## src/sv/fed_pkg.sv

```systemverilog
// ----------------------------------------------------------------------------
// Flight event detector package
// Shared widths, operation codes, item classes and queue entry types.
// ----------------------------------------------------------------------------
package fed_pkg;

  localparam int ALT_W      = 21;
  localparam int ALT100_W   = 28;
  localparam int OP_W       = 3;
  localparam int CFG_W      = 16;
  localparam int CFG_IDX_W  = 2;
  localparam int QUEUE_DEPTH = 2;

  localparam logic [OP_W-1:0] OP_STANDBY = 3'd0;
  localparam logic [OP_W-1:0] OP_LAUNCH  = 3'd1;
  localparam logic [OP_W-1:0] OP_PEAK    = 3'd2;
  localparam logic [OP_W-1:0] OP_LANDING = 3'd3;
  localparam logic [OP_W-1:0] OP_CAL     = 3'd4;

  localparam logic [CFG_IDX_W-1:0] REG_LAUNCH_THR  = 2'd0;
  localparam logic [CFG_IDX_W-1:0] REG_LANDING_THR = 2'd1;
  localparam logic [CFG_IDX_W-1:0] REG_PERIOD      = 2'd2;

  typedef enum logic [2:0] {
    KIND_IDLE,
    KIND_LAUNCH,
    KIND_PEAK,
    KIND_LAND,
    KIND_CAL
  } kind_t;

  typedef struct packed {
    kind_t                      kind;
    logic signed [ALT_W-1:0]    alt;
    logic signed [ALT100_W-1:0] alt100;
  } entry_t;

  typedef struct packed {
    logic   valid;
    entry_t entry;
  } q_push_t;

  typedef struct packed {
    logic   valid;
    entry_t entry;
  } q_head_t;

endpackage

```

## src/sv/fed_if.sv

```systemverilog
// ----------------------------------------------------------------------------
// Flight event detector channels
// Sample input channel and flag/altitude result channel.
// ----------------------------------------------------------------------------
interface fed_in_if;
  logic              valid;
  logic              ready;
  logic [2:0]        op;
  logic signed [20:0] altitude;

  modport source (output valid, output op, output altitude, input ready);
  modport sink (input valid, input op, input altitude, output ready);
endinterface

interface fed_out_if;
  logic               valid;
  logic               ready;
  logic               launched;
  logic               peaked;
  logic               landed;
  logic               calibrated;
  logic signed [20:0] peak_altitude;
  logic signed [20:0] ground_altitude;

  modport source (output valid, output launched, output peaked, output landed,
                  output calibrated, output peak_altitude, output ground_altitude,
                  input ready);
  modport sink (input valid, input launched, input peaked, input landed,
                input calibrated, input peak_altitude, input ground_altitude,
                output ready);
endinterface

```

## src/sv/fed_front.sv

```systemverilog
// ----------------------------------------------------------------------------
// Flight event detector front end
// Accepts samples, classifies the operation and scales the altitude by 100.
// ----------------------------------------------------------------------------
module fed_front import fed_pkg::*; (
  input  logic    clk,
  input  logic    rst,
  fed_in_if.sink  in_ch,
  input  logic    q_full,
  output q_push_t push
);

  logic   stage_valid;
  entry_t stage_entry;
  entry_t decoded;
  logic   accept;
  logic   sent;
  logic signed [ALT100_W-1:0] alt_wide;

  always_comb begin
    alt_wide = {{(ALT100_W-ALT_W){in_ch.altitude[ALT_W-1]}}, in_ch.altitude};
    decoded.alt = in_ch.altitude;
    decoded.alt100 = alt_wide * ALT100_W'(100);
    case (in_ch.op)
      OP_LAUNCH:  decoded.kind = KIND_LAUNCH;
      OP_PEAK:    decoded.kind = KIND_PEAK;
      OP_LANDING: decoded.kind = KIND_LAND;
      OP_CAL:     decoded.kind = KIND_CAL;
      default:    decoded.kind = KIND_IDLE;
    endcase
  end

  assign sent = stage_valid && !q_full;
  assign in_ch.ready = !stage_valid || !q_full;
  assign accept = in_ch.valid && in_ch.ready;

  always_ff @(posedge clk) begin
    if (rst) begin
      stage_valid <= 1'b0;
    end else if (accept) begin
      stage_valid <= 1'b1;
    end else if (sent) begin
      stage_valid <= 1'b0;
    end
    if (accept) begin
      stage_entry <= decoded;
    end
  end

  assign push.valid = sent;
  assign push.entry = stage_entry;

endmodule

```

## src/sv/fed_queue.sv

```systemverilog
// ----------------------------------------------------------------------------
// Flight event detector queue
// Short first-in first-out buffer between the front end and the back end.
// ----------------------------------------------------------------------------
module fed_queue import fed_pkg::*; (
  input  logic    clk,
  input  logic    rst,
  input  q_push_t push,
  output logic    full,
  output q_head_t head,
  input  logic    pop
);

  localparam int PTR_W = (QUEUE_DEPTH > 1) ? $clog2(QUEUE_DEPTH) : 1;
  localparam int CNT_W = $clog2(QUEUE_DEPTH + 1);

  entry_t             slots [QUEUE_DEPTH];
  logic [PTR_W-1:0]   wr_ptr;
  logic [PTR_W-1:0]   rd_ptr;
  logic [CNT_W-1:0]   count;
  logic               do_pop;

  assign full = (count == CNT_W'(QUEUE_DEPTH));
  assign head.valid = (count != '0);
  assign head.entry = slots[rd_ptr];
  assign do_pop = pop && head.valid;

  function automatic logic [PTR_W-1:0] bump(input logic [PTR_W-1:0] p);
    logic [PTR_W-1:0] r;
    if (p == PTR_W'(QUEUE_DEPTH - 1)) begin
      r = '0;
    end else begin
      r = p + PTR_W'(1);
    end
    return r;
  endfunction

  always_ff @(posedge clk) begin
    if (rst) begin
      wr_ptr <= '0;
      rd_ptr <= '0;
      count  <= '0;
    end else begin
      if (push.valid) begin
        wr_ptr <= bump(wr_ptr);
      end
      if (do_pop) begin
        rd_ptr <= bump(rd_ptr);
      end
      if (push.valid && !do_pop) begin
        count <= count + CNT_W'(1);
      end else if (!push.valid && do_pop) begin
        count <= count - CNT_W'(1);
      end
    end
    if (push.valid) begin
      slots[wr_ptr] <= push.entry;
    end
  end

endmodule

```

## src/sv/fed_back.sv

```systemverilog
// ----------------------------------------------------------------------------
// Flight event detector back end
// Holds the flight state and settings, runs each check and registers results.
// ----------------------------------------------------------------------------
module fed_back import fed_pkg::*; (
  input  logic                 clk,
  input  logic                 rst,
  input  logic                 write_en,
  input  logic [CFG_IDX_W-1:0] write_index,
  input  logic [CFG_W-1:0]     write_data,
  input  q_head_t              head,
  output logic                 pop,
  fed_out_if.source            out_ch
);

  localparam logic [3:0]  CAL_LAST   = 4'd9;
  localparam logic [3:0]  PEAK_COUNT = 4'd10;
  localparam logic [3:0]  DESC_MAX   = 4'd15;
  localparam logic [2:0]  STABLE_MAX = 3'd7;
  localparam logic [2:0]  LAND_WINS  = 3'd3;
  localparam logic [31:0] WINDOW_MS  = 32'd2000;
  localparam logic [23:0] RECIP10    = 24'd13421773;
  localparam int          SUM_W      = 25;

  logic [CFG_W-1:0] launch_thr;
  logic [CFG_W-1:0] landing_thr;
  logic [CFG_W-1:0] period;

  logic signed [ALT_W-1:0] base_alt, base_alt_next;
  logic signed [SUM_W-1:0] cal_sum, cal_sum_next;
  logic [3:0]              cal_count, cal_count_next;
  logic signed [ALT_W-1:0] max_alt, max_alt_next;
  logic [3:0]              descent_count, descent_count_next;
  logic signed [ALT_W-1:0] landing_ref, landing_ref_next;
  logic [15:0]             window_ticks, window_ticks_next;
  logic [2:0]              stable_count, stable_count_next;
  logic                    launched, launched_next;
  logic                    peaked, peaked_next;
  logic                    landed, landed_next;
  logic                    calibrated, calibrated_next;

  logic                       out_valid;
  logic signed [ALT_W-1:0]    alt;
  logic signed [SUM_W-1:0]    sum_add;
  logic [SUM_W-1:0]           sum_mag;
  logic [47:0]                div_prod;
  logic [ALT_W-1:0]           div_q;
  logic signed [22:0]         launch_limit;
  logic signed [ALT100_W-1:0] max99;
  logic [15:0]                ticks_inc;
  logic [31:0]                window_len;
  logic signed [ALT_W:0]      diff;
  logic [ALT_W:0]             diff_mag;
  logic [3:0]                 desc_tmp;
  logic [2:0]                 stable_tmp;

  assign pop = head.valid && (!out_valid || out_ch.ready);
  assign alt = head.entry.alt;

  always_comb begin
    sum_add = cal_sum + {{(SUM_W-ALT_W){alt[ALT_W-1]}}, alt};
    sum_mag = sum_add[SUM_W-1] ? SUM_W'(-sum_add) : SUM_W'(sum_add);
    div_prod = sum_mag[23:0] * RECIP10;
    div_q = div_prod[47:27];
    launch_limit = 23'(base_alt) + $signed({7'd0, launch_thr});
    max99 = ALT100_W'(max_alt) * ALT100_W'(99);
    ticks_inc = (window_ticks != 16'hFFFF) ? window_ticks + 16'd1 : window_ticks;
    window_len = period * ticks_inc;
    diff = (ALT_W+1)'(alt) - (ALT_W+1)'(landing_ref);
    diff_mag = diff[ALT_W] ? (ALT_W+1)'(-diff) : (ALT_W+1)'(diff);
    desc_tmp = descent_count;
    stable_tmp = stable_count;

    base_alt_next      = base_alt;
    cal_sum_next       = cal_sum;
    cal_count_next     = cal_count;
    max_alt_next       = max_alt;
    descent_count_next = descent_count;
    landing_ref_next   = landing_ref;
    window_ticks_next  = window_ticks;
    stable_count_next  = stable_count;
    launched_next      = launched;
    peaked_next        = peaked;
    landed_next        = landed;
    calibrated_next    = calibrated;

    case (head.entry.kind)
      KIND_CAL: begin
        if (cal_count == CAL_LAST) begin
          base_alt_next   = sum_add[SUM_W-1] ? ALT_W'(-div_q) : ALT_W'(div_q);
          cal_sum_next    = '0;
          cal_count_next  = '0;
          calibrated_next = 1'b1;
        end else begin
          cal_sum_next   = sum_add;
          cal_count_next = cal_count + 4'd1;
        end
      end
      KIND_LAUNCH: begin
        if (23'(alt) > launch_limit) begin
          launched_next = 1'b1;
        end
      end
      KIND_PEAK: begin
        if (alt > max_alt) begin
          max_alt_next = alt;
          desc_tmp = '0;
        end else if (head.entry.alt100 < max99) begin
          if (descent_count < DESC_MAX) begin
            desc_tmp = descent_count + 4'd1;
          end
        end
        descent_count_next = desc_tmp;
        if (desc_tmp == PEAK_COUNT) begin
          peaked_next = 1'b1;
          landing_ref_next = alt;
        end
      end
      KIND_LAND: begin
        window_ticks_next = ticks_inc;
        if (window_len > WINDOW_MS) begin
          window_ticks_next = '0;
          if (diff_mag < {6'd0, landing_thr}) begin
            if (stable_count < STABLE_MAX) begin
              stable_tmp = stable_count + 3'd1;
            end
          end
          stable_count_next = stable_tmp;
          landing_ref_next = alt;
          if (stable_tmp > LAND_WINS) begin
            landed_next = 1'b1;
          end
        end
      end
      default: begin
      end
    endcase
  end

  always_ff @(posedge clk) begin
    if (rst) begin
      launch_thr    <= 16'd100;
      landing_thr   <= 16'd20;
      period        <= 16'd100;
      base_alt      <= '0;
      cal_sum       <= '0;
      cal_count     <= '0;
      max_alt       <= '0;
      descent_count <= '0;
      landing_ref   <= '0;
      window_ticks  <= '0;
      stable_count  <= '0;
      launched      <= 1'b0;
      peaked        <= 1'b0;
      landed        <= 1'b0;
      calibrated    <= 1'b0;
      out_valid     <= 1'b0;
    end else begin
      if (write_en) begin
        case (write_index)
          REG_LAUNCH_THR:  launch_thr <= write_data;
          REG_LANDING_THR: landing_thr <= write_data;
          REG_PERIOD:      period <= write_data;
          default: begin
          end
        endcase
      end
      if (pop) begin
        base_alt      <= base_alt_next;
        cal_sum       <= cal_sum_next;
        cal_count     <= cal_count_next;
        max_alt       <= max_alt_next;
        descent_count <= descent_count_next;
        landing_ref   <= landing_ref_next;
        window_ticks  <= window_ticks_next;
        stable_count  <= stable_count_next;
        launched      <= launched_next;
        peaked        <= peaked_next;
        landed        <= landed_next;
        calibrated    <= calibrated_next;
        out_valid     <= 1'b1;
      end else if (out_ch.ready) begin
        out_valid <= 1'b0;
      end
    end
  end

  assign out_ch.valid           = out_valid;
  assign out_ch.launched        = launched;
  assign out_ch.peaked          = peaked;
  assign out_ch.landed          = landed;
  assign out_ch.calibrated      = calibrated;
  assign out_ch.peak_altitude   = max_alt;
  assign out_ch.ground_altitude = base_alt;

endmodule

```

## src/sv/flight_event_detector_unit.sv

```systemverilog
// ----------------------------------------------------------------------------
// Flight event detector
// Detects calibration, launch, apogee and landing from altitude samples.
//
//   Port         Direction  Contents
//   in_ch        sink       op, altitude
//   out_ch       source     launched, peaked, landed, calibrated,
//                           peak_altitude, ground_altitude
//   write_*      input      register index and data
//
// A sample passes the front register, a two-entry queue and the back end,
// whose output register offers its result on out_ch.
// The back end updates all of its flight state together when it pops a sample.
// One sample is taken per cycle unless a full queue stalls the front register.
// Reset is synchronous and restores every flag, counter and register default.
// A stalled output holds the back end, and the queue then fills and stalls
// the input.
// ----------------------------------------------------------------------------
module flight_event_detector_unit import fed_pkg::*; (
  input  logic                 clk,
  input  logic                 rst,
  input  logic                 write_en,
  input  logic [CFG_IDX_W-1:0] write_index,
  input  logic [CFG_W-1:0]     write_data,
  fed_in_if.sink               in_ch,
  fed_out_if.source            out_ch
);

  q_push_t push;
  q_head_t head;
  logic    q_full;
  logic    pop;

  fed_front u_front (
    .clk    (clk),
    .rst    (rst),
    .in_ch  (in_ch),
    .q_full (q_full),
    .push   (push)
  );

  fed_queue u_queue (
    .clk  (clk),
    .rst  (rst),
    .push (push),
    .full (q_full),
    .head (head),
    .pop  (pop)
  );

  fed_back u_back (
    .clk         (clk),
    .rst         (rst),
    .write_en    (write_en),
    .write_index (write_index),
    .write_data  (write_data),
    .head        (head),
    .pop         (pop),
    .out_ch      (out_ch)
  );

endmodule
```

## src/flat_wrapper.sv

```systemverilog
// flat-port wrapper written by rule: the top's interface ports become plain ports
module flight_event_detector_unit_flat import fed_pkg::*;
  (clk, rst, write_en, write_index, write_data, in_ch_valid, in_ch_op, in_ch_altitude, in_ch_ready, out_ch_valid, out_ch_launched, out_ch_peaked, out_ch_landed, out_ch_calibrated, out_ch_peak_altitude, out_ch_ground_altitude, out_ch_ready);
  fed_in_if in_ch_i ();
  fed_out_if out_ch_i ();
  input  logic clk;
  input  logic rst;
  input  logic write_en;
  input  logic [CFG_IDX_W-1:0] write_index;
  input  logic [CFG_W-1:0] write_data;
  input wire logic [$bits(in_ch_i.valid)-1:0] in_ch_valid;
  input wire logic [$bits(in_ch_i.op)-1:0] in_ch_op;
  input wire logic [$bits(in_ch_i.altitude)-1:0] in_ch_altitude;
  output wire logic [$bits(in_ch_i.ready)-1:0] in_ch_ready;
  output wire logic [$bits(out_ch_i.valid)-1:0] out_ch_valid;
  output wire logic [$bits(out_ch_i.launched)-1:0] out_ch_launched;
  output wire logic [$bits(out_ch_i.peaked)-1:0] out_ch_peaked;
  output wire logic [$bits(out_ch_i.landed)-1:0] out_ch_landed;
  output wire logic [$bits(out_ch_i.calibrated)-1:0] out_ch_calibrated;
  output wire logic [$bits(out_ch_i.peak_altitude)-1:0] out_ch_peak_altitude;
  output wire logic [$bits(out_ch_i.ground_altitude)-1:0] out_ch_ground_altitude;
  input wire logic [$bits(out_ch_i.ready)-1:0] out_ch_ready;
  assign in_ch_i.valid = in_ch_valid;
  assign in_ch_i.op = in_ch_op;
  assign in_ch_i.altitude = in_ch_altitude;
  assign in_ch_ready = in_ch_i.ready;
  assign out_ch_valid = out_ch_i.valid;
  assign out_ch_launched = out_ch_i.launched;
  assign out_ch_peaked = out_ch_i.peaked;
  assign out_ch_landed = out_ch_i.landed;
  assign out_ch_calibrated = out_ch_i.calibrated;
  assign out_ch_peak_altitude = out_ch_i.peak_altitude;
  assign out_ch_ground_altitude = out_ch_i.ground_altitude;
  assign out_ch_i.ready = out_ch_ready;
  flight_event_detector_unit u_core (.clk(clk), .rst(rst), .write_en(write_en), .write_index(write_index), .write_data(write_data), .in_ch(in_ch_i), .out_ch(out_ch_i));
endmodule
```

## config.mk

```make
export PLATFORM = sky130hd
export DESIGN_NAME = flight_event_detector_unit_flat
export DESIGN_NICKNAME = d
export VERILOG_FILES = /design/src/sv/fed_pkg.sv /design/src/sv/fed_if.sv /design/src/sv/fed_front.sv /design/src/sv/fed_queue.sv /design/src/sv/fed_back.sv /design/src/sv/flight_event_detector_unit.sv /design/src/flat_wrapper.sv
export SDC_FILE = /design/constraint.sdc
export NUM_CORES = 2
export LEC_CHECK = 0
export BUFFER_PORTS_ARGS = -buffer_cell sky130_fd_sc_hd__clkbuf_2
export CAP_MARGIN = 10
export CELL_PAD_IN_SITES_DETAIL_PLACEMENT = 1
export CELL_PAD_IN_SITES_GLOBAL_PLACEMENT = 1
export CORE_MARGIN = 1
export CORE_UTILIZATION = 56
export DETAILED_ROUTE_END_ITERATION = 7
export PLACE_DENSITY_LB_ADDON = 0.3
export REMOVE_ABC_BUFFERS = 1
export SYNTH_ARGS = -nofsm -noshare
export SYNTH_HDL_FRONTEND = slang
export SYNTH_HIERARCHICAL = 1
export SYNTH_SLANG_ARGS = --single-unit
```

## constraint.sdc

```tcl
create_clock -name clk -period 23.1 [get_ports clk]
set_input_delay 4.62 -clock clk [delete_from_list [all_inputs] [get_ports clk]]
set_output_delay 4.62 -clock clk [all_outputs]
set_load 0.01 [all_outputs]
```

=== After elaboration in Yosys (flattened, before gate mapping) ===
Memories as Yosys holds them, arrays and structs flattened. A register that Yosys moved wholly into a read port is not among the register bits.
Index checks and enable logic that the tools add are counted.

* Flip-flop bits (word level): 223
* RAM bits: 100
* Output and inout bits: 48
* Word-level logic and storage cells: 129
* Memories: 1

{| class="wikitable"
|+ Memories
! memory !! words !! width !! read ports !! clocked after memory_dff !! write ports !! line !! source
|-
| u_core.u_queue.slots || 2 || 50 || 1 || 1 || 1 || fed_queue.sv:17 || <nowiki>entry_t slots [QUEUE_DEPTH];</nowiki>
|}

* Add/subtract/negate cells: 14
* Multiply operators: 4
* $lt $le $gt $ge: 8
* Equal/unequal tests: 16
* Mux-type cells: 31
* Reduce and logical (&&, ||, !) cells: 32

{| class="wikitable"
|+ Operators by type and width
! kind !! number
|-
| 21-bit 2-to-1 mux || 3
|-
| 24-bit by 24-bit multiplier with 48-bit output, second input constant || 1
|-
| 21-bit case mux with 2 select lines || 1
|-
| 32-bit by 11-bit > comparator with 1-bit output, second input constant || 1
|-
| 16-bit by 16-bit multiplier with 32-bit output || 1
|-
| 16-bit 2-to-1 mux || 2
|-
| 28-bit less-than comparator || 1
|-
| 21-bit by 8-bit multiplier with 28-bit output, second input constant || 1
|-
| 21-bit by 6-bit multiplier with 26-bit output, second input constant || 1
|-
| 25-bit adder || 1
|-
| 25-bit 2-to-1 mux || 1
|-
| 24-bit 2-to-1 mux || 1
|-
| 24-bit negation || 1
|-
| 21-bit by 17-bit adder with 22-bit output || 1
|-
| 21-bit by 22-bit > comparator with 1-bit output || 1
|-
| 22-bit by 16-bit less-than comparator with 1-bit output || 1
|-
| 22-bit 2-to-1 mux || 1
|-
| 22-bit negation || 1
|-
| 21-bit by 21-bit subtractor with 22-bit output || 1
|-
| 21-bit > comparator || 1
|-
| 21-bit negation || 1
|-
| 4-bit 2-to-1 mux || 5
|-
| 16-bit by 1-bit adder with 16-bit output, second input constant || 1
|-
| 16-bit inequality test, second input constant || 1
|-
| 27 further kinds || 74
|}

=== Longest topological paths before layout ===
* Depth after elaboration: 9
* Mapped depth: 48
* Mapped depth without buffers: 46

=== Modules after synthesis ===
Netlist, hierarchy kept.

{| class="wikitable"
|+ By module, submodules not included
! module !! times used !! cells each !! area each (um^2) !! sequential area each (um^2)
|-
| fed_back || 1 || 4089 || 34953.5 || 3363.2
|-
| fed_queue || 1 || 184 || 3952.5 || 3223.1
|-
| fed_front || 1 || 284 || 3512.1 || 1431.4
|}

=== Worst setup path after synthesis ===
Ideal clock, no wire load.

* Kind: register to register
* Start: register (tool-made name)
* End: register u_core.u_back.base_alt[19], in the netlist u_core/u_back/out_ch.ground_altitude[19]
* Setup time: 121 ps
* Data arrival time: 10868 ps
* Data required time: 22979 ps
* Setup slack: 12111 ps
* Cell stages (with the launch flop): 44
* Path buffers: 2
* Cells stage by stage: dfxtp_1 buf_2 buf_2 mux2_2 ha_1 inv_1 fa_1 nor2b_1 o31a_1 or2_2 a21o_1 a21oi_1 xnor2_1 nor4_1 nand3b_1 or2_2 o41ai_1 xnor2_1 [... 8 more ...] inv_1 fa_1 inv_1 fa_1 inv_1 ha_1 nand3_1 or3_1 nor2_1 or4b_1 o21ai_0 nor2_1 xor2_1 and4bb_2 nand4_2 nor4b_2 mux2i_1 nand3_1

{| class="wikitable"
|+ RTL lines
! what !! line !! source
|-
| end signal: assignment || fed_back.sv:169 || <nowiki>base_alt <= base_alt_next;</nowiki>
|-
| end: declaration || fed_back.sv:29 || <nowiki>logic signed [ALT_W-1:0] base_alt, base_alt_next;</nowiki>
|}

==> impl_metrics.tcl <==
set metrics [dict create \
    layout-drive-gt1-share_pct 7.04 \
    path_class "reg2reg" \
    synth_area_um2 42400 \
    final-hold-violation-count 0 \
    cts_sinks 325 \
    drt_iter0_drc 2468 \
    antenna_found_initial 1 \
    grt_max_degree 100 \
    place.gp.congestion 0.978 \
    cts_setup_buffers 0 \
    postRouteAntennaNets 0 \
    wl_per_cell_um 24.5 \
    endpoint_kind "register" \
    htreeDepth 2 \
    grt_util_all_layers_pct 36.0 \
    synth_adder_area_share_pct 41.5 \
    rsz0062_at_grt "false" \
    dp.final_hpwl_um 109000 \
    grt_pass1_wl_um 216000 \
    drt_wl_total_um 138000 \
    synth_compound_area_share_pct 12.3 \
    worst_slew_pin_slew_ps 1190 \
    pin_count 95 \
    grt_overflow_total 0 \
    worst-endpoint-arrival_ps 13900 \
    outcome "complete, no violations" \
    fin_ws_ps 9640 \
    cts_hold_buffers 0 \
    avgViaCountPerCell 6.16 \
    cap_violations 0 \
    area_growth_pct 6.78 \
    setup-tns-final_ps 0 \
    cts_root_buffer "clkbuf_16" \
    num_vias 34600 \
    die_w_um 277 \
    place_ws_ps 10260 \
    cp_max_fo 52 \
    dr.pass1.iters 8 \
    synth_edf_count 151 \
    numCtsBuffers 37 \
    portBuffers 94 \
    setup_viol 0 \
    nets 5785 \
    cts.repair.resized 0 \
    synth_warnings 6 \
    max_stage_delay_ps 830 \
    synth-xor-area-share_pct 4.12 \
    period_share_pct 58.3 \
    syn_inst 4557 \
    grt_pass1_vias 38500 \
    min_period_ps 13460 \
    synth_seq_cells 325 \
    finish.utilization_pct 60.6 \
    clock_skew_ps 33.0 \
    multi_input_area_um2 30900 \
    syn_avg_cell_area_um2 9.31 \
    slew_viol_final 0 \
    fillers 8530 \
    r2r_slack_ps 9640 \
    min_path_type "reg2reg" \
    clock_path_buffers 3 \
    critical_path.slowest_cell "xor2_1" \
    synth-seq-area-share_pct 18.9 \
    synth.area.mux_share_pct 2.17 \
    synth.distinct_cells 111 \
    drcViolationCount 0 \
    placementRows 100 \
    core-area_um2 74700 \
    cp-start-kind "register" \
    die_h_um 277 \
    clkTransAtPathRegs_ps 60 \
    relSlewSlack_pct 20.2 \
    synth-async-reset-ratio_pct 0 \
    cts_tree "built" \
    start_util_pct 56.8 \
    synthFlopType "dfxtp_1" \
    required_ps 23540 \
    synth-simple-area-share_pct 12.6 \
    synth_top_family_by_area "adder cells" \
    register_area_um2 8020 \
    clk_latency_ps 580 \
    path_common_cell "fa_1" \
    fmax_ghz 0.0743 \
    die-area_um2 76900 \
]
## area by class of cell
type | instances | share of cell area [%]
clock buffer | 51 | 2.34
inverter | 823 | 6.82
clock inverter | 16 | 0.500
tap | 969 | 2.68
multi-input combinational | 3290 | 68.2
timing repair buffer | 139 | 1.80
antenna | 1 | 0.00553
sequential | 325 | 17.7
## metal layers
metal | vias up | part of all wire [%] | track usage, %
li1 | 15300 | - | -
met1 | 17600 | 40 | 44.3
met2 | 1219 | 49 | 61.8
met3 | 426 | 5.9 | 5.62
met4 | 0 | 5.1 | 17.1
met5 | - | 0 | 0
## worst max-delay path, delay by kind of cell (launching register included)
family          cells  cell delay (ps)
fa+ha+maj           9             4280
buf+inv             5              810
simple gates       11             3100
compound gates     10             2490
xor+xnor            3             1500
flops               1              330
mux                 2              760
## per-stage QoR
stage,instances,cell area (um^2),hold slack [ps]
global placement,5546,44000,424
detailed placement,5546,44000,434
global route,5614,45300,456
finish,5614,45300,445
floorplan,4438,41900,421
CTS,5613,45300,446
## cell usage after synthesis (9+ instances only)
library cell	count	area, um^2
a22oi_1	20	150
and3_1	22	138
nor4_1	17	106
o21a_1	51	383
inv_1	823	3090
or3_1	14	87.6
dfxtp_1	174	3480
or2_2	10	62.6
nor2b_1	30	188
nand3_1	99	495
mux2_2	55	619
o21bai_1	25	188
edfxtp_1	151	4530
nor2_1	190	713
buf_4	9	67.6
nor3b_1	12	90.1
a21oi_1	260	1300
a211o_1	10	87.6
o31ai_1	11	82.6
o211ai_1	20	150
nand2_1	408	1530
nand4_1	42	263
and2_1	104	651
ha_1	649	8120
nor3_1	69	345
buf_2	14	70.1
o21ai_0	124	621
clkbuf_1	88	330
a21o_1	88	661
mux2i_1	30	300
a211oi_1	26	195
a31oi_1	26	163
fa_1	473	9470
xnor2_1	127	1110
nand2b_1	29	181
xor2_1	69	604
## path summary, 6_finish.rpt
| path | startpoint | end | cells past startpoint |
|---|---|---|---|
| max reg2reg | register | u_core/u_back/out_ch.ground_altitude[19]$_SDFFE_PP0P_ | 40 |
| max | register | u_core/u_back/out_ch.ground_altitude[19]$_SDFFE_PP0P_ | 40 |
| min | u_core/u_front/push[10]$_DFFE_PP_ | u_core/u_queue/slots[1][10]$_DFFE_PP_ | 0 |
| min reg2reg | u_core/u_front/push[10]$_DFFE_PP_ | u_core/u_queue/slots[1][10]$_DFFE_PP_ | 0 |
## cell families (layout without fill, tap and decap cells)
kind of cell,count (synthesis),in the layout
and+or+nand+nor,1096,1096
AOI/OAI and AO/OA,787,787
adders and majority gates,1122,1122
other,1,3
muxes,85,85
DFF,325,325
buffers and inverters,943,1029
xor gates and xnor gates,198,198
## flip-flops by register name, indices dropped and copies added, names as in the netlist, 21 cells and up, named ones only
register	count
u_core/u_queue/slots	104
u_core/u_front/push	47
u_core/u_back/cal_sum	25
u_core/u_back/landing_ref	21
u_core/u_back/out_ch.ground_altitude	21
u_core/u_back/out_ch.peak_altitude	21
## cells in the final DEF, fill, tap and decap left out, types with 88 or more instances in the layout
cell type,n
a21o_1,88
a21oi_1,259
and2_1,102
clkbuf_2,93
dfxtp_1,173
edfxtp_1,151
fa_1,473
ha_1,649
inv_1,823
nand2_1,408
nand3_1,99
nor2_1,187
o21ai_0,124
xnor2_1,124
Power is not shown: default switching activity piles up to over one toggle a cycle in this logic, so the estimate is an artifact.
